<file path="src/hw/rtl/swmm_pkg.sv">
package swmm_pkg;

    localparam int MAX_WINDOW   = 16;
    localparam int SAMPLE_WIDTH = 16;

    localparam int PTR_W  = (MAX_WINDOW > 1) ? $clog2(MAX_WINDOW) : 1;
    localparam int LEN_W  = $clog2(MAX_WINDOW + 1);
    localparam int CFG_W  = 5;
    localparam int WNUM_W = 16;

    localparam int APB_ADDR_W = 3;
    localparam int APB_DATA_W = 32;

    localparam logic [APB_ADDR_W-1:0] ADDR_WINDOW_LENGTH = APB_ADDR_W'(0);
    localparam logic [CFG_W-1:0]      WINDOW_LENGTH_RST  = CFG_W'(3);

    typedef logic signed [SAMPLE_WIDTH-1:0] t_sample;

    typedef enum logic [1:0] {
        ST_IDLE,
        ST_SCAN,
        ST_EMIT
    } t_state;

    // control for the shared compare unit
    typedef struct packed {
        logic    init;
        logic    upd;
        t_sample load_val;
    } t_scan_ctl;

    // zero means one sample, anything above the store depth saturates
    function automatic logic [LEN_W-1:0] eff_len(input logic [CFG_W-1:0] v);
        if (v == '0) begin
            return LEN_W'(1);
        end
        if (32'(v) > MAX_WINDOW) begin
            return LEN_W'(MAX_WINDOW);
        end
        return LEN_W'(v);
    endfunction

endpackage

</file>
<file path="src/hw/rtl/swmm_hist.sv">
module swmm_hist (
    input  logic                           i_clk,
    input  logic                           i_wr_en,
    input  logic [swmm_pkg::PTR_W-1:0]     i_wr_addr,
    input  swmm_pkg::t_sample              i_wr_data,
    input  logic                           i_rd_en,
    input  logic [swmm_pkg::PTR_W-1:0]     i_rd_addr,
    output swmm_pkg::t_sample              o_rd_data
);
    import swmm_pkg::*;

    t_sample r_mem [MAX_WINDOW];
    t_sample r_rd_data;

    always_ff @(posedge i_clk) begin
        if (i_wr_en) begin
            r_mem[i_wr_addr] <= i_wr_data;
        end
    end

    always_ff @(posedge i_clk) begin
        if (i_rd_en) begin
            r_rd_data <= r_mem[i_rd_addr];
        end
    end

    assign o_rd_data = r_rd_data;

endmodule

</file>
<file path="src/hw/rtl/swmm_scan.sv">
module swmm_scan (
    input  logic                  i_clk,
    input  swmm_pkg::t_scan_ctl   i_ctl,
    input  swmm_pkg::t_sample     i_mem_val,
    output swmm_pkg::t_sample     o_lo,
    output swmm_pkg::t_sample     o_hi
);
    import swmm_pkg::*;

    t_sample r_lo;
    t_sample r_hi;
    t_sample n_lo;
    t_sample n_hi;

    always_comb begin
        n_lo = r_lo;
        n_hi = r_hi;
        if (i_ctl.init) begin
            n_lo = i_ctl.load_val;
            n_hi = i_ctl.load_val;
        end else if (i_ctl.upd) begin
            if (i_mem_val < r_lo) begin
                n_lo = i_mem_val;
            end
            if (i_mem_val > r_hi) begin
                n_hi = i_mem_val;
            end
        end
    end

    always_ff @(posedge i_clk) begin
        r_lo <= n_lo;
        r_hi <= n_hi;
    end

    assign o_lo = r_lo;
    assign o_hi = r_hi;

endmodule

</file>
<file path="src/hw/rtl/sliding_window_min_max_range.sv">
// Channel   Dir  Payload (lowest bits first)
// s_axis    in   tdata: sample_value[15:0]; tuser: series_start
// m_axis    out  tdata: window_number, window_min, window_max, variation (16 bits each)
// apb       in   window_length at byte address 0
//
// No window completed: one sample per cycle. With a result, for a window of L
// samples (zero reads as one, above 16 clamps to 16): store and load the
// compare unit, L - 1 history reads, drain the last read, load the output; no
// new sample is taken meanwhile. A one-sample window skips reads and drain.
// The output register lets the next sample in while a result waits; a stall
// on m_axis holds the block in its final step. Reset is synchronous.
module sliding_window_min_max_range (
    input  logic                                  i_clk,
    input  logic                                  i_rst_n,
    input  logic                                  s_axis_tvalid,
    output logic                                  s_axis_tready,
    input  logic [15:0]                           s_axis_tdata,  // sample_value
    input  logic [0:0]                            s_axis_tuser,  // series_start
    output logic                                  m_axis_tvalid,
    input  logic                                  m_axis_tready,
    // window_number, window_min, window_max, variation
    output logic [63:0]                           m_axis_tdata,
    input  logic                                  psel,
    input  logic                                  penable,
    input  logic                                  pwrite,
    input  logic [swmm_pkg::APB_ADDR_W-1:0]       paddr,
    input  logic [swmm_pkg::APB_DATA_W-1:0]       pwdata,
    output logic [swmm_pkg::APB_DATA_W-1:0]       prdata,
    output logic                                  pready
);
    import swmm_pkg::*;

    t_state              r_state;
    t_state              n_state;
    logic [CFG_W-1:0]    r_wlen;
    logic [PTR_W-1:0]    r_head;
    logic [PTR_W-1:0]    n_head;
    logic [LEN_W-1:0]    r_fill;
    logic [LEN_W-1:0]    n_fill;
    logic [WNUM_W-1:0]   r_wnum;
    logic [WNUM_W-1:0]   n_wnum;
    logic [PTR_W-1:0]    r_rd_ptr;
    logic [PTR_W-1:0]    n_rd_ptr;
    logic [PTR_W-1:0]    r_left;
    logic [PTR_W-1:0]    n_left;
    logic                r_pend;
    logic                n_pend;
    logic                r_out_vld;
    logic                n_out_vld;
    logic [63:0]         r_out_data;

    logic                in_xfer;
    logic                out_load;
    logic                rd_en;
    logic [LEN_W-1:0]    len;
    logic [LEN_W-1:0]    fill_base;
    logic [WNUM_W-1:0]   wnum_base;
    t_scan_ctl           scan_ctl;
    t_sample             mem_val;
    t_sample             lo;
    t_sample             hi;
    t_sample             span;

    function automatic logic [PTR_W-1:0] ptr_dec(input logic [PTR_W-1:0] p);
        return (p == '0) ? PTR_W'(MAX_WINDOW - 1) : p - PTR_W'(1);
    endfunction

    // configuration port
    assign pready = 1'b1;
    always_comb begin
        prdata = '0;
        if (paddr == ADDR_WINDOW_LENGTH) begin
            prdata = APB_DATA_W'(r_wlen);
        end
    end

    always_ff @(posedge i_clk) begin
        if (!i_rst_n) begin
            r_wlen <= WINDOW_LENGTH_RST;
        end else if (psel && penable && pwrite && pready
                     && paddr == ADDR_WINDOW_LENGTH) begin
            r_wlen <= pwdata[CFG_W-1:0];
        end
    end

    assign len       = eff_len(r_wlen);
    assign in_xfer   = s_axis_tvalid && s_axis_tready;
    assign fill_base = s_axis_tuser[0] ? '0 : r_fill;
    assign wnum_base = s_axis_tuser[0] ? '0 : r_wnum;
    assign span      = hi - lo;

    always_comb begin
        n_state       = r_state;
        n_head        = r_head;
        n_fill        = r_fill;
        n_wnum        = r_wnum;
        n_rd_ptr      = r_rd_ptr;
        n_left        = r_left;
        n_pend        = 1'b0;
        n_out_vld     = r_out_vld;
        s_axis_tready = 1'b0;
        rd_en         = 1'b0;
        out_load      = 1'b0;
        scan_ctl      = '{init: 1'b0, upd: r_pend, load_val: t_sample'(s_axis_tdata)};

        if (m_axis_tvalid && m_axis_tready) begin
            n_out_vld = 1'b0;
        end

        case (r_state)
            ST_IDLE: begin
                s_axis_tready = 1'b1;
                if (in_xfer) begin
                    n_head = (r_head == PTR_W'(MAX_WINDOW - 1)) ? '0 : r_head + PTR_W'(1);
                    n_fill = (32'(fill_base) < MAX_WINDOW) ? fill_base + LEN_W'(1)
                                                           : fill_base;
                    n_wnum = wnum_base;
                    scan_ctl.init = 1'b1;
                    if (n_fill >= len) begin
                        n_wnum   = wnum_base + WNUM_W'(1);
                        n_rd_ptr = ptr_dec(r_head);
                        n_left   = PTR_W'(len - LEN_W'(1));
                        n_state  = (len == LEN_W'(1)) ? ST_EMIT : ST_SCAN;
                    end
                end
            end
            ST_SCAN: begin
                if (r_left != '0) begin
                    rd_en    = 1'b1;
                    n_pend   = 1'b1;
                    n_rd_ptr = ptr_dec(r_rd_ptr);
                    n_left   = r_left - PTR_W'(1);
                end else begin
                    // last read lands in the compare unit at this edge
                    n_state = ST_EMIT;
                end
            end
            ST_EMIT: begin
                if (!r_out_vld || m_axis_tready) begin
                    out_load  = 1'b1;
                    n_out_vld = 1'b1;
                    n_state   = ST_IDLE;
                end
            end
            default: begin
                n_state = ST_IDLE;
            end
        endcase
    end

    always_ff @(posedge i_clk) begin
        if (!i_rst_n) begin
            r_state   <= ST_IDLE;
            r_head    <= '0;
            r_fill    <= '0;
            r_wnum    <= '0;
            r_left    <= '0;
            r_pend    <= 1'b0;
            r_out_vld <= 1'b0;
        end else begin
            r_state   <= n_state;
            r_head    <= n_head;
            r_fill    <= n_fill;
            r_wnum    <= n_wnum;
            r_left    <= n_left;
            r_pend    <= n_pend;
            r_out_vld <= n_out_vld;
        end
    end

    always_ff @(posedge i_clk) begin
        r_rd_ptr <= n_rd_ptr;
        if (out_load) begin
            r_out_data <= {16'(span), 16'(hi), 16'(lo), r_wnum};
        end
    end

    swmm_hist u_hist (
        .i_clk     (i_clk),
        .i_wr_en   (in_xfer),
        .i_wr_addr (r_head),
        .i_wr_data (t_sample'(s_axis_tdata)),
        .i_rd_en   (rd_en),
        .i_rd_addr (r_rd_ptr),
        .o_rd_data (mem_val)
    );

    swmm_scan u_scan (
        .i_clk     (i_clk),
        .i_ctl     (scan_ctl),
        .i_mem_val (mem_val),
        .o_lo      (lo),
        .o_hi      (hi)
    );

    assign m_axis_tvalid = r_out_vld;
    assign m_axis_tdata  = r_out_data;

endmodule

</file>
<file path="config.mk">
export PLATFORM = sky130hd
export DESIGN_NAME = sliding_window_min_max_range
export DESIGN_NICKNAME = d
export VERILOG_FILES = /design/src/hw/rtl/swmm_pkg.sv /design/src/hw/rtl/swmm_hist.sv /design/src/hw/rtl/swmm_scan.sv /design/src/hw/rtl/sliding_window_min_max_range.sv
export SDC_FILE = /design/constraint.sdc
export NUM_CORES = 1
export LEC_CHECK = 0
export BUFFER_PORTS_ARGS = -buffer_cell sky130_fd_sc_hd__buf_2
export CAP_MARGIN = 10
export CORE_ASPECT_RATIO = 1.1
export CORE_UTILIZATION = 25
export DETAILED_ROUTE_END_ITERATION = 6
export PLACE_DENSITY_LB_ADDON = 0.08
export SLEW_MARGIN = 20
export SYNTH_ARGS = -nofsm -noshare
export SYNTH_HDL_FRONTEND = slang
export SYNTH_SLANG_ARGS = --single-unit
</file>
<file path="constraint.sdc">
create_clock -name i_clk -period 6.5 [get_ports i_clk]
set_clock_uncertainty 0.1 [all_clocks]
set_input_delay 1.3 -clock i_clk [delete_from_list [all_inputs] [get_ports i_clk]]
set_output_delay 1.3 -clock i_clk [all_outputs]
set_load 0.03 [all_outputs]
</file>
**After elaboration in Yosys (flattened, before gate mapping)**

Memory sizes are Yosys's and may differ from the RTL's. A register that Yosys moved wholly into a read port is not among the register bits.
Index checks and enable logic that the tools add are counted.

- Add/subtract/negate cells: 8
- Magnitude comparators: 5
- Equality and inequality tests: 9
- Muxes and demuxes: 46
- Reduce and logical (&&, ||, !) cells: 22

Operators with widths:

| cell | count |
|---|---|
| 2-to-1 mux 16 bit | 8 |
| 2-to-1 mux 4 bit | 9 |
| 2-to-1 mux 5 bit | 7 |
| adder 16 x 1 -> 16 bit, second input constant | 1 |
| > comparator 16 bit | 1 |
| less-than comparator 16 bit | 1 |
| one-hot mux 4 bit (2 select lines) | 2 |
| subtractor 16 bit | 1 |
| subtractor 4 x 1 -> 4 bit, second input constant | 4 |
| 2-to-1 mux 1 bit | 14 |
| 2-to-1 mux 2 bit | 5 |
| != test 2 bit, second input constant | 5 |
| logical NOT 4 bit | 2 |
| AND reduction 4 bit | 2 |
| nonzero test 2 bit | 4 |
| one-hot mux 2 bit (3 select lines) | 1 |
| AND reduction 2 bit | 3 |
| adder 5 x 1 -> 5 bit, second input constant | 1 |
| == test 5 x 1 -> 1 bit, second input constant | 1 |
| greater-or-equal comparator 5 bit | 1 |
| > comparator 5 bit, second input constant | 1 |
| logical AND 1 bit | 5 |
| logical NOT 5 bit | 1 |
| less-than comparator 5 bit, second input constant | 1 |
| 9 further kinds | 9 |

- Register bits after elaboration: 138
- RAM bits: 256
- Output and inout port bits: 99
- Logic and storage cells: 103
- Memories: 1

Memories:

| name | words | width | rd ports | clocked after memory_dff | write ports | RTL line | text |
|---|---|---|---|---|---|---|---|
| u_hist.r_mem | 16 | 16 | 1 | 1 | 1 | swmm_hist.sv:12 | `t_sample r_mem [MAX_WINDOW];` |

**Logic depth before layout (Yosys ltp)**

Gate-level depths: netlist (run 1).

- Word-level depth: 10
- Mapped depth: 15

**By module**

From an unflattened synthesis (run 1), not the netlist that was laid out.

- Cell total of the unflattened synthesis: 1088
- Area, all modules: 17460.5 sq um

Modules (own cells, without submodules):

| module | instances | cells an instance | area each (sq um) | sequential area each (sq um) |
|---|---|---|---|---|
| swmm_hist | 1 | 432 | 10202.3 | 8167.8 |
| sliding_window_min_max_range | 1 | 492 | 5287.6 | 2802.7 |
| swmm_scan | 1 | 164 | 1970.6 | 960.9 |

**Worst setup path before layout (run 1)**

No wires, ideal clock.

- Kind: input port to flip-flop
- Start: input port m_axis_tready
- End: register r_out_data[0] (netlist: m_axis_tdata[0]) (enable)
- Arrival: 4.299 ns
- Required time: 5.906 ns
- Path slack: 1.607 ns
- Cell stages on the path: 2
- Path through: nand2b_1 nor2b_1

- Cells in the longest elaborated chain, start to end: 3

Ends and longest elaborated chain:

| what | RTL line | text |
|---|---|---|
| from (decl) | sliding_window_min_max_range.sv:20 | `input logic m_axis_tready,` |
| logical OR 1 bit | sliding_window_min_max_range.sv:139 | `if (!r_out_vld \|\| m_axis_tready) begin` |
| 2-to-1 mux 1 bit | sliding_window_min_max_range.sv:139 |  |
| 2-to-1 mux 1 bit | sliding_window_min_max_range.sv:110 | `case (r_state)` |
| net out_load | sliding_window_min_max_range.sv:53 | `logic out_load;` |
| to (signal assigned) | sliding_window_min_max_range.sv:174 | `r_out_data <= {16'(span), 16'(hi), 16'(lo), r_wnum};` |
| to (decl) | sliding_window_min_max_range.sv:50 | `logic [63:0] r_out_data;` |

The timed path passes the listed nets, and every way through them passes these cells.
A chain may end at the register's enable or synchronous reset.

**Worst setup path after layout (run 1)**

- Start: input port s_axis_tuser
- End: register r_wnum[7]

- Cells in the longest elaborated chain, start to end: 5
- Elaborated cells between the ends (all ways): 8

Ends and longest elaborated chain:

| what | RTL line | text |
|---|---|---|
| from (decl) | sliding_window_min_max_range.sv:18 | `input logic [0:0] s_axis_tuser,` |
| 2-to-1 mux 5 bit | sliding_window_min_max_range.sv:88 | `assign fill_base = s_axis_tuser[0] ? '0 : r_fill;` |
| adder 5 x 1 -> 5 bit or less-than comparator 5 bit (tied branches) | sliding_window_min_max_range.sv:115 | `n_fill = (32'(fill_base) < MAX_WINDOW) ? fill_base + LEN_W'(1)` |
| 2-to-1 mux 5 bit | sliding_window_min_max_range.sv:115 |  |
| greater-or-equal comparator 5 bit | sliding_window_min_max_range.sv:119 | `if (n_fill >= len) begin` |
| 2-to-1 mux 16 bit * | sliding_window_min_max_range.sv:119 |  |
| to (signal assigned) | sliding_window_min_max_range.sv:164 | `r_wnum <= n_wnum;` |
| to (decl) | sliding_window_min_max_range.sv:40 | `logic [WNUM_W-1:0] r_wnum;` |

Every way passes the cells marked *; elsewhere a longest branch is shown, timed or not.

==> flow_summary.json, run 1 <==
{
  "h-tree-depth": 2,
  "finalPower_uw": 8450,
  "critPathKind": "input port to register",
  "cts_tree": "built",
  "leakagePower_uw": 0.00735,
  "num_io_pins": 158,
  "async_flop_share_pct": 0,
  "crit_path_start_kind": "input port",
  "r2r_cells": 7,
  "gr-total-overflow": 0,
  "yosysMostFrequentCell": "edfxtp_1",
  "yosys-top-cells-count": "edfxtp_1 (372), nand2_1 (110), ha_1 (61)",
  "routed_wl_um": 45600,
  "required_ns": 6.91,
  "synth_top_area_share_pct": 63.5,
  "status": "finished clean",
  "cp.arrival_ns": 4.22,
  "synth.distinct_cells": 74,
  "path_cells": "buf_2, nor2b_1, ha_1, nand2_1, nor3_1, nor3_1, ha_1, a21oi_1, o21ai_1, a31oi_2, nor2_1, or3b_1, a31oi_1",
  "initial_core_util_pct": 25.4,
  "ys.flop_type": "edfxtp_1",
  "die_x_um": 255,
  "first_global_vias": 10256,
  "ys_seq_area_share_pct": 67.8,
  "syn_inst": 1157,
  "drtAntennaViolNets": 0,
  "post-route-util_pct": 30.0,
  "max_freq_ghz": 0.262,
  "tightestPinTransition_ns": 1.03,
  "area_delta_synth_final_pct": 18.2,
  "rows": 101,
  "fin_tns_setup_ns": 0,
  "cts_sinks": 410,
  "diodes": 0,
  "fin_nets": 1413,
  "clk_pin_slew_ns": 0.06,
  "hp-start": "u_scan.o_lo[7]$_DFFE_PP_",
  "grt_use_total_pct": 13.0,
  "final_design_area_no_fill_um2": 20800,
  "drtIter0Drc": 423,
  "synth_edf_count": 372,
  "powerDensity_nw_per_um2": 407,
  "die_h_um": 280,
  "dr.pass1.iters": 4,
  "reg2reg_slack_ns": 3.20,
  "antenna_found_initial": 3,
  "yosysTopAreaCell": "edfxtp_1",
  "netlist_area_um2": 17600,
  "cts.path.max_buffers": 3,
  "drc": 0,
  "worstReg2RegEnd": "u_scan.o_lo[7]$_DFFE_PP_",
  "wire_per_inst_um": 20.2,
  "slew_viol_final": 0,
  "setup_viol": 0,
  "peakVddDrop_mv": 0.163,
  "hp-class": "register to register",
  "synthTopCellsByArea": "edfxtp_1 (63%), mux4_2 (6.1%), ha_1 (4.3%), dfxtp_1 (4.3%), nand2_1 (2.3%)",
  "slowest_stage": "a31oi_2",
  "min_to": "m_axis_tdata[23]$_DFFE_PP_",
  "r2r-start": "u_hist.o_rd_data[9]$_DFFE_PP_",
  "clock_latency_ns": 0.59,
  "clockRootBuffer": "clkbuf_16",
  "crit_path_max_incr_delay_ns": 0.48,
  "gp_congestion": 0.700,
  "min_period_over_period_pct": 58.6,
  "slew_headroom_pct": 31.1,
  "ys_warn_count": 0,
  "postSynthRegisterBits": 410,
  "portBuffers": 102,
  "grt_start_max_net_pins": 68,
  "path_max_fanout": 21,
  "grt_pass1_wl_um": 67900,
  "rsz0062_at_grt": "false",
  "crit_path_end_kind": "register",
  "post_dp_cell_area_um2": 19200,
  "viasPerCell": 4.39,
  "hpwlAfterDp_um": 29300,
  "postCtsResizedCells": 0,
  "synth_area_per_cell_um2": 15.2,
  "core_area_um2": 69400,
  "holdPathStages": 0,
  "cap_viol_max_count": 0,
  "cts_inserted_buffers": 48,
  "finalHoldViolCount": 0,
  "die-area_um2": 71400,
  "fillers": 6956,
  "layout_min_cycle_time_ns": 3.81,
  "via_count": 9894,
  "drive_gt1_share_pct": 21.6,
  "cts_hold_buf": 0,
  "post_cts_buffers": 0
}
[worst max-delay path by stage]
stage / slack, ns / cells after the start / end / start
5_1_grt: 2.42 / 13 / r_wnum[7]$_SDFFE_PN0P_ / s_axis_tuser
6_report: 2.69 / 13 / r_wnum[7]$_SDFFE_PN0P_ / s_axis_tuser
2_1_floorplan: 1.61 / 2 / m_axis_tdata[0]$_DFFE_PP_ / m_axis_tready
3_3_place_gp: 2.09 / 13 / r_wnum[7]$_SDFFE_PN0P_ / s_axis_tuser
3_5_place_dp: 2.11 / 12 / r_left[1]$_SDFFE_PN0P_ / s_axis_tuser
4_1_cts: 2.75 / 12 / r_left[1]$_SDFFE_PN0P_ / s_axis_tuser
[critical path, delay by kind of cell]
kind                     cells  cell delay [ns]
AO/OA/AOI/OAI                4             0.85
AND/OR/NAND/NOR              6             1.15
buffers and inverters        1             0.31
adder cells (fa/ha/maj)      2             0.58
[sequential cells by signal, summed over array words and instances (netlist names)]
register	count
u_hist.r_mem	256
m_axis_tdata	64
r_wnum	16
u_hist.o_rd_data	16
u_scan.o_hi	16
u_scan.o_lo	16
r_fill	5
r_wlen	5
r_head	4
r_left	4
r_rd_ptr	4
r_state	2
m_axis_tvalid	1
r_pend	1
[cells by family (layout without fill, tap and decap cells)]
family | after synthesis | in the layout | share of synthesized area [%]
mux | 89 | 89 | 8.49
other cells | 2 | 28 | 0.0427
flops | 410 | 410 | 67.8
compound gates | 176 | 176 | 6.88
xor+xnor | 29 | 29 | 1.44
buf+inv | 119 | 264 | 3.53
fa+ha+maj | 62 | 62 | 4.45
simple gates | 270 | 270 | 7.33
[cells in the final DEF, fill, tap and decap left out, types with 11 or more instances in the layout]
| master | netlist | routed |
|---|---|---|
| edfxtp_1 | 372 | 372 |
| o21ai_0 | 27 | 27 |
| dfxtp_1 | 38 | 38 |
| buf_4 | 36 | 30 |
| a21oi_1 | 44 | 44 |
| nor2_2 | 0 | 13 |
| nor3_1 | 18 | 14 |
| conb_1 | 2 | 28 |
| nor2b_1 | 17 | 16 |
| ha_1 | 61 | 61 |
| mux2i_1 | 40 | 40 |
| nand3_1 | 15 | 15 |
| nand4_1 | 11 | 11 |
| nor2_1 | 56 | 43 |
| a31oi_1 | 12 | 12 |
| a21o_1 | 13 | 13 |
| buf_2 | 13 | 102 |
| xnor2_1 | 20 | 20 |
| nand2_1 | 110 | 110 |
| clkbuf_16 | 0 | 48 |
| a32oi_1 | 13 | 13 |
| mux4_2 | 48 | 48 |
| a221oi_1 | 12 | 12 |
| inv_1 | 45 | 45 |
[layout make-up]
cell class                      count  area [um2]  share of cell area (%)
Sequential cell                   410       11900                    57.4
Multi-Input combinational cell    654        5210                    25.0
Clock buffer                       59        1250                    6.02
Tap cell                          927        1160                    5.58
Timing Repair Buffer              133         756                    3.64
Clock inverter                     27         313                    1.50
Inverter                           45         169                   0.813
[stage by stage]
stage | setup WS [ns] | hold slack, ns | cells
after floorplan | 1.61 | 0.323 | 1183
after global placement | 2.09 | 0.339 | 2169
after detailed placement | 2.11 | 0.337 | 2169
after CTS | 2.75 | 0.351 | 2255
after global routing | 2.42 | 0.365 | 2255
final | 2.69 | 0.347 | 2255
[routing by layer]
layer | GRT usage [%] | vias up | routed length [um]
met2 | 21.7 | 172 | 22100
met1 | 17.1 | 4998 | 20800
li1 | - | 4656 | -
met5 | 0 | - | 27
met3 | 2.42 | 64 | 1760
met4 | 3.52 | 4 | 829
[where the power goes]
group | switching (uW) | internal, uW
Sequential | 160 | 3350
Clock | 1100 | 1610
Combinational | 1470 | 767
Note: power is estimated with default switching activity, not from simulation.
==> run 2: changes to the inputs <==
==> constraint.sdc (replaced) <==
create_clock -name i_clk -period 3.3 [get_ports i_clk]
set_clock_uncertainty 0.1 [all_clocks]
set_input_delay 0.66 -clock i_clk [delete_from_list [all_inputs] [get_ports i_clk]]
set_output_delay 0.66 -clock i_clk [all_outputs]
set_load 0.03 [all_outputs]
==> flow_summary.json, run 2 (synthesized netlist as in run 1, its figures left out) <==
{
  "slew_viol_final": 0,
  "layout_min_cycle_time_ns": 2.85,
  "regMostFlops": "u_hist.r_mem",
  "leakagePower_uw": 0.00756,
  "gp_congestion": 0.698,
  "hpwlAfterDp_um": 30200,
  "critPathKind": "register to register",
  "cts.path.max_buffers": 3,
  "first_global_vias": 10502,
  "crit_path_end_kind": "register",
  "fillers": 6893,
  "final_cell_mix": "edfxtp_1 (372), nand2_1 (110), buf_2 (102)",
  "area_delta_synth_final_pct": 20.4,
  "portBuffers": 102,
  "grt_start_max_net_pins": 41,
  "wire_per_inst_um": 20.3,
  "antenna_found_initial": 1,
  "p_sw_uw": 5530,
  "drtIter0Drc": 427,
  "finalHoldViolCount": 0,
  "num_io_pins": 158,
  "slew_headroom_pct": 50.6,
  "grt_pass1_wl_um": 69800,
  "multi_input_area_um2": 5210,
  "peakVddDrop_mv": 0.397,
  "initial_core_util_pct": 25.4,
  "powerDensity_nw_per_um2": 816,
  "cap_viol_max_count": 0,
  "via_count": 10008,
  "power_frac_comb_pct": 26.7,
  "p_sw_share_pct": 32.0,
  "clk_pin_slew_ns": 0.06,
  "rsz0062_at_grt": "false",
  "cts_sinks": 410,
  "final_common_cell": "edfxtp_1",
  "largest_reg_flops": 256,
  "grt_use_total_pct": 13.2,
  "drive_gt1_share_pct": 23.5,
  "crit_path_start_kind": "register",
  "gr-total-overflow": 0,
  "core_area_um2": 69400,
  "max_freq_ghz": 0.350,
  "internal_power_uw": 11800,
  "setup_viol": 0,
  "tightestPinTransition_ns": 0.740,
  "h-tree-depth": 2,
  "fin_nets": 1434,
  "hp-class": "input port to register",
  "required_ns": 3.40,
  "seqCellArea_um2": 11900,
  "cp.arrival_ns": 2.95,
  "path_max_fanout": 8,
  "routed_wl_um": 46300,
  "cts_inserted_buffers": 48,
  "min_period_over_period_pct": 86.5,
  "worst_slack_ns": 0.446,
  "drc": 0,
  "cts_tree": "built",
  "postCtsResizedCells": 0,
  "rows": 101,
  "diodes": 0,
  "die_x_um": 255,
  "post_cts_buffers": 0,
  "clockRootBuffer": "clkbuf_16",
  "dr.pass1.iters": 4,
  "power_frac_clock_pct": 33.3,
  "dpl_worst_slack_ns": -0.00882,
  "die_h_um": 280,
  "cts_hold_buf": 0,
  "viasPerCell": 4.39,
  "status": "finished clean",
  "drtAntennaViolNets": 0,
  "fin_tns_setup_ns": 0,
  "die-area_um2": 71400,
  "clock_latency_ns": 0.61,
  "seq_power_share_pct": 40.0
}
==> run 2: area by class of cell <==
| class | count | share of cell area, % |
|---|---|---|
| inverters | 45 | 0.798 |
| flip-flops and latches | 410 | 56.3 |
| clock buffers | 56 | 5.86 |
| well taps | 927 | 5.48 |
| clock inverters | 32 | 2.27 |
| multi-input cells | 654 | 24.6 |
| repair buffers | 154 | 4.67 |
==> run 2: per-stage QoR <==
stage,area [um2],power [uW],hold WS [ns],instances,utilization (%)
detailed placement,19500,11800,0.335,2190,28.0
finish,21200,17300,0.162,2278,30.5
global route,21200,18300,0.163,2278,30.5
global placement,19500,11800,0.337,2190,28.0
CTS,21200,17600,0.123,2278,30.5
floorplan,17700,10100,0.323,1183,-
==> run 2: routing by layer <==
| layer | share of wire [%] | global-route usage [%] | up-vias |
|---|---|---|---|
| met4 | 2.1 | 3.53 | 2 |
| li1 | - | - | 4696 |
| met1 | 47 | 17.8 | 5072 |
| met3 | 3.7 | 2.53 | 61 |
| met2 | 48 | 21.6 | 177 |
| met5 | 0.019 | 0 | - |
==> run 2: power groups by stage <==
stage / Sequential, uW / Clock, uW / Combinational [uW]
6_report: 6920 / 5760 / 4610
5_1_grt: 7000 / 6160 / 5120
2_1_floorplan: 7330 / 0 / 2800
3_5_place_dp: 7050 / 0 / 4710
3_3_place_gp: 7050 / 0 / 4700
4_1_cts: 6940 / 5960 / 4730
==> run 2: worst paths after layout <==
| path | depth (start not counted) | endpoint | slack (ns) | startpoint |
|---|---|---|---|---|
| max | 10 | r_rd_ptr[1]$_DFFE_PP_ | 0.45 | r_fill[0]$_SDFFE_PN0P_ |
| min | 3 | r_wlen[0]$_SDFFE_PN1P_ | 0.16 | pwdata[0] |
| max reg2reg | 10 | r_rd_ptr[1]$_DFFE_PP_ | 0.45 | r_fill[0]$_SDFFE_PN0P_ |
| min reg2reg | 0 | m_axis_tdata[21]$_DFFE_PP_ | 0.35 | u_scan.o_lo[5]$_DFFE_PP_ |
==> run 2: critical path, cell delays in order, from the launching register on <==
cell and delay (ns):
dfxtp_1 0.39, nor2b_1 0.16, ha_1 0.25, nand2_1 0.07, nor3_1 0.14, nor3_1 0.09
ha_1 0.30, nand2_1 0.06, o21ai_1 0.18, a31oi_2 0.14, o22ai_1 0.58
==> run 3: changes to the inputs <==
--- a/config.mk
+++ b/config.mk
@@ -14,4 +14,5 @@
 export SLEW_MARGIN = 20
 export SYNTH_ARGS = -nofsm -noshare
 export SYNTH_HDL_FRONTEND = slang
+export SYNTH_HIERARCHICAL = 1
 export SYNTH_SLANG_ARGS = --single-unit
==> flow_summary.json, run 3 <==
{
  "ys.flop_type": "edfxtp_1",
  "largest_reg_flops": 256,
  "clockRootBuffer": "clkbuf_16",
  "final_common_cell": "edfxtp_1",
  "tightestPinTransition_ns": 0.962,
  "ys_warn_count": 6,
  "yosysMostFrequentCell": "edfxtp_1",
  "routed_wl_um": 42500,
  "crit_path_start_kind": "register",
  "num_io_pins": 158,
  "async_flop_share_pct": 0,
  "drc": 0,
  "syn_inst": 1088,
  "final_cell_mix": "edfxtp_1 (372), buf_2 (102), nand2_1 (69)",
  "finalHoldViolCount": 0,
  "slew_viol_final": 0,
  "fillers": 6911,
  "r2r-start": "u_scan/o_lo[9]$_DFFE_PP_",
  "hp-start": "pwdata[0]",
  "postCtsResizedCells": 0,
  "slew_headroom_pct": 35.9,
  "synthTopCellsByArea": "edfxtp_1 (64%), mux4_2 (7.0%), dfxtp_1 (4.4%), ha_1 (4.2%), a22oi_1 (1.5%)",
  "critPathKind": "register to register",
  "cts.path.max_buffers": 3,
  "cap_viol_max_count": 0,
  "clk_pin_slew_ns": 0.06,
  "die_x_um": 254,
  "die_h_um": 279,
  "hpwlAfterDp_um": 26900,
  "yosys-top-cells-count": "edfxtp_1 (372), nand2_1 (69), inv_1 (60)",
  "wire_per_inst_um": 19.3,
  "synth_edf_count": 372,
  "post_dp_cell_area_um2": 19200,
  "portBuffers": 102,
  "worst_slack_ns": 0.547,
  "drtIter0Drc": 437,
  "min_to": "r_wlen[0]$_SDFFE_PN1P_",
  "layout_min_cycle_time_ns": 2.75,
  "viasPerCell": 4.31,
  "h-tree-depth": 2,
  "worstReg2RegEnd": "u_scan/o_lo[15]$_DFFE_PP_",
  "core_area_um2": 69000,
  "post_cts_buffers": 0,
  "peakVddDrop_mv": 0.342,
  "dpl_worst_slack_ns": 0.411,
  "synth_area_per_cell_um2": 16.0,
  "drtAntennaViolNets": 0,
  "via_count": 9480,
  "holdPathStages": 3,
  "initial_core_util_pct": 25.3,
  "synth.distinct_cells": 70,
  "postSynthRegisterBits": 410,
  "crit_path_end_kind": "register",
  "leakagePower_uw": 0.00725,
  "gr-total-overflow": 0,
  "die-area_um2": 70900,
  "area_delta_synth_final_pct": 18.3,
  "grt_use_total_pct": 12.1,
  "gp_congestion": 0.725,
  "first_global_vias": 9917,
  "cts_sinks": 410,
  "min_period_over_period_pct": 83.4,
  "max_freq_ghz": 0.363,
  "ys_seq_area_share_pct": 68.3,
  "dr.pass1.iters": 4,
  "fin_nets": 1356,
  "cp.arrival_ns": 2.94,
  "path_max_fanout": 7,
  "rows": 101,
  "drive_gt1_share_pct": 23.2,
  "antenna_found_initial": 2,
  "multi_input_area_um2": 5020,
  "yosysTopAreaCell": "edfxtp_1",
  "cts_inserted_buffers": 47,
  "hp-class": "input port to register",
  "clock_latency_ns": 0.59,
  "netlist_area_um2": 17500,
  "final_design_area_no_fill_um2": 20700,
  "cts_hold_buf": 0,
  "reg2reg_slack_ns": 0.55,
  "grt_pass1_wl_um": 63600,
  "regMostFlops": "u_hist/r_mem",
  "powerDensity_nw_per_um2": 580,
  "r2r_cells": 8,
  "required_ns": 3.49,
  "grt_start_max_net_pins": 67,
  "status": "finished clean",
  "setup_viol": 0,
  "rsz0062_at_grt": "false",
  "seqCellArea_um2": 11900,
  "synth_top_area_share_pct": 64.0,
  "cts_tree": "built",
  "fin_tns_setup_ns": 0
}
[run 3: cell count changes after synthesis, moves of 7 or more]
cell / change
mux2_2: +15
mux4_1: +10
inv_1: +15
mux2i_1: -31
a221oi_1: -12
o21ai_0: -7
nand2_1: -41
a21oi_1: -10
a32oi_1: -13
a22oi_1: +31
[run 3: report_power, final]
group          internal [uW]  switching [uW]
clock network           2860            2170
registers               5820            79.6
logic                    395             649
[run 3: layout make-up]
type	instances	share of cell area [%]
diodes	1	0.0121
clock inverters	29	1.28
clock buffers	55	5.84
well taps	927	5.62
flip-flops and latches	410	57.8
inverters	61	1.13
multi-input cells	578	24.3
repair buffers	140	4.03
[run 3: metrics by stage]
stage                     utilization, %  instances  hold WS [ns]  total power, uW
after global routing                29.9       2200         0.214            12500
after detailed placement            27.8       2116         0.355             7090
after CTS                           29.9       2200         0.190            12200
after floorplan                        -       1114         0.322             6710
after global placement              27.8       2116         0.350             7080
final                               29.9       2201         0.227            12000
[run 3: worst max-delay path: stages, from the launching register on]
cell       delay [ns]
edfxtp_1         0.45
inv_1            0.08
ha_1             0.23
a21oi_1          0.21
nor3_1           0.07
or3_1            0.33
a2111oi_0        0.35
a221o_1          0.38
buf_4            0.24
[run 3: kinds of logic (layout without fill, tap and decap cells)]
family	after synthesis	in the layout	share of synthesized area, %
muxes	89	89	10.0
buffers and inverters	126	285	3.63
adders and majority gates	59	59	4.27
and+or+nand+nor	219	219	6.16
DFF	410	410	68.3
other	2	29	0.0430
AOI/OAI and AO/OA	155	155	6.15
xor gates and xnor gates	28	28	1.40
[run 3: per-layer routing]
metal,vias up,part of all wire [%],global-route usage [%]
li1,4457,-,-
met2,190,48,20.3
met3,58,4.7,2.54
met5,-,0.052,0
met1,4771,45,15.8
met4,4,1.9,3.27
[run 3: worst max path at each step]
stage / slack (ns) / to / start
floorplan: 0.22 / u_hist/r_mem[4][0]$_DFFE_PP_ / s_axis_tvalid
global placement: 0.45 / r_wnum[6]$_SDFFE_PN0P_ / s_axis_tuser
detailed placement: 0.41 / r_wnum[15]$_SDFFE_PN0P_ / s_axis_tuser
CTS: 0.50 / u_scan/o_lo[1]$_DFFE_PP_ / u_scan/o_lo[9]$_DFFE_PP_
global route: 0.27 / r_wnum[15]$_SDFFE_PN0P_ / r_fill[1]$_SDFFE_PN0P_
finish: 0.55 / u_scan/o_lo[15]$_DFFE_PP_ / u_scan/o_lo[9]$_DFFE_PP_
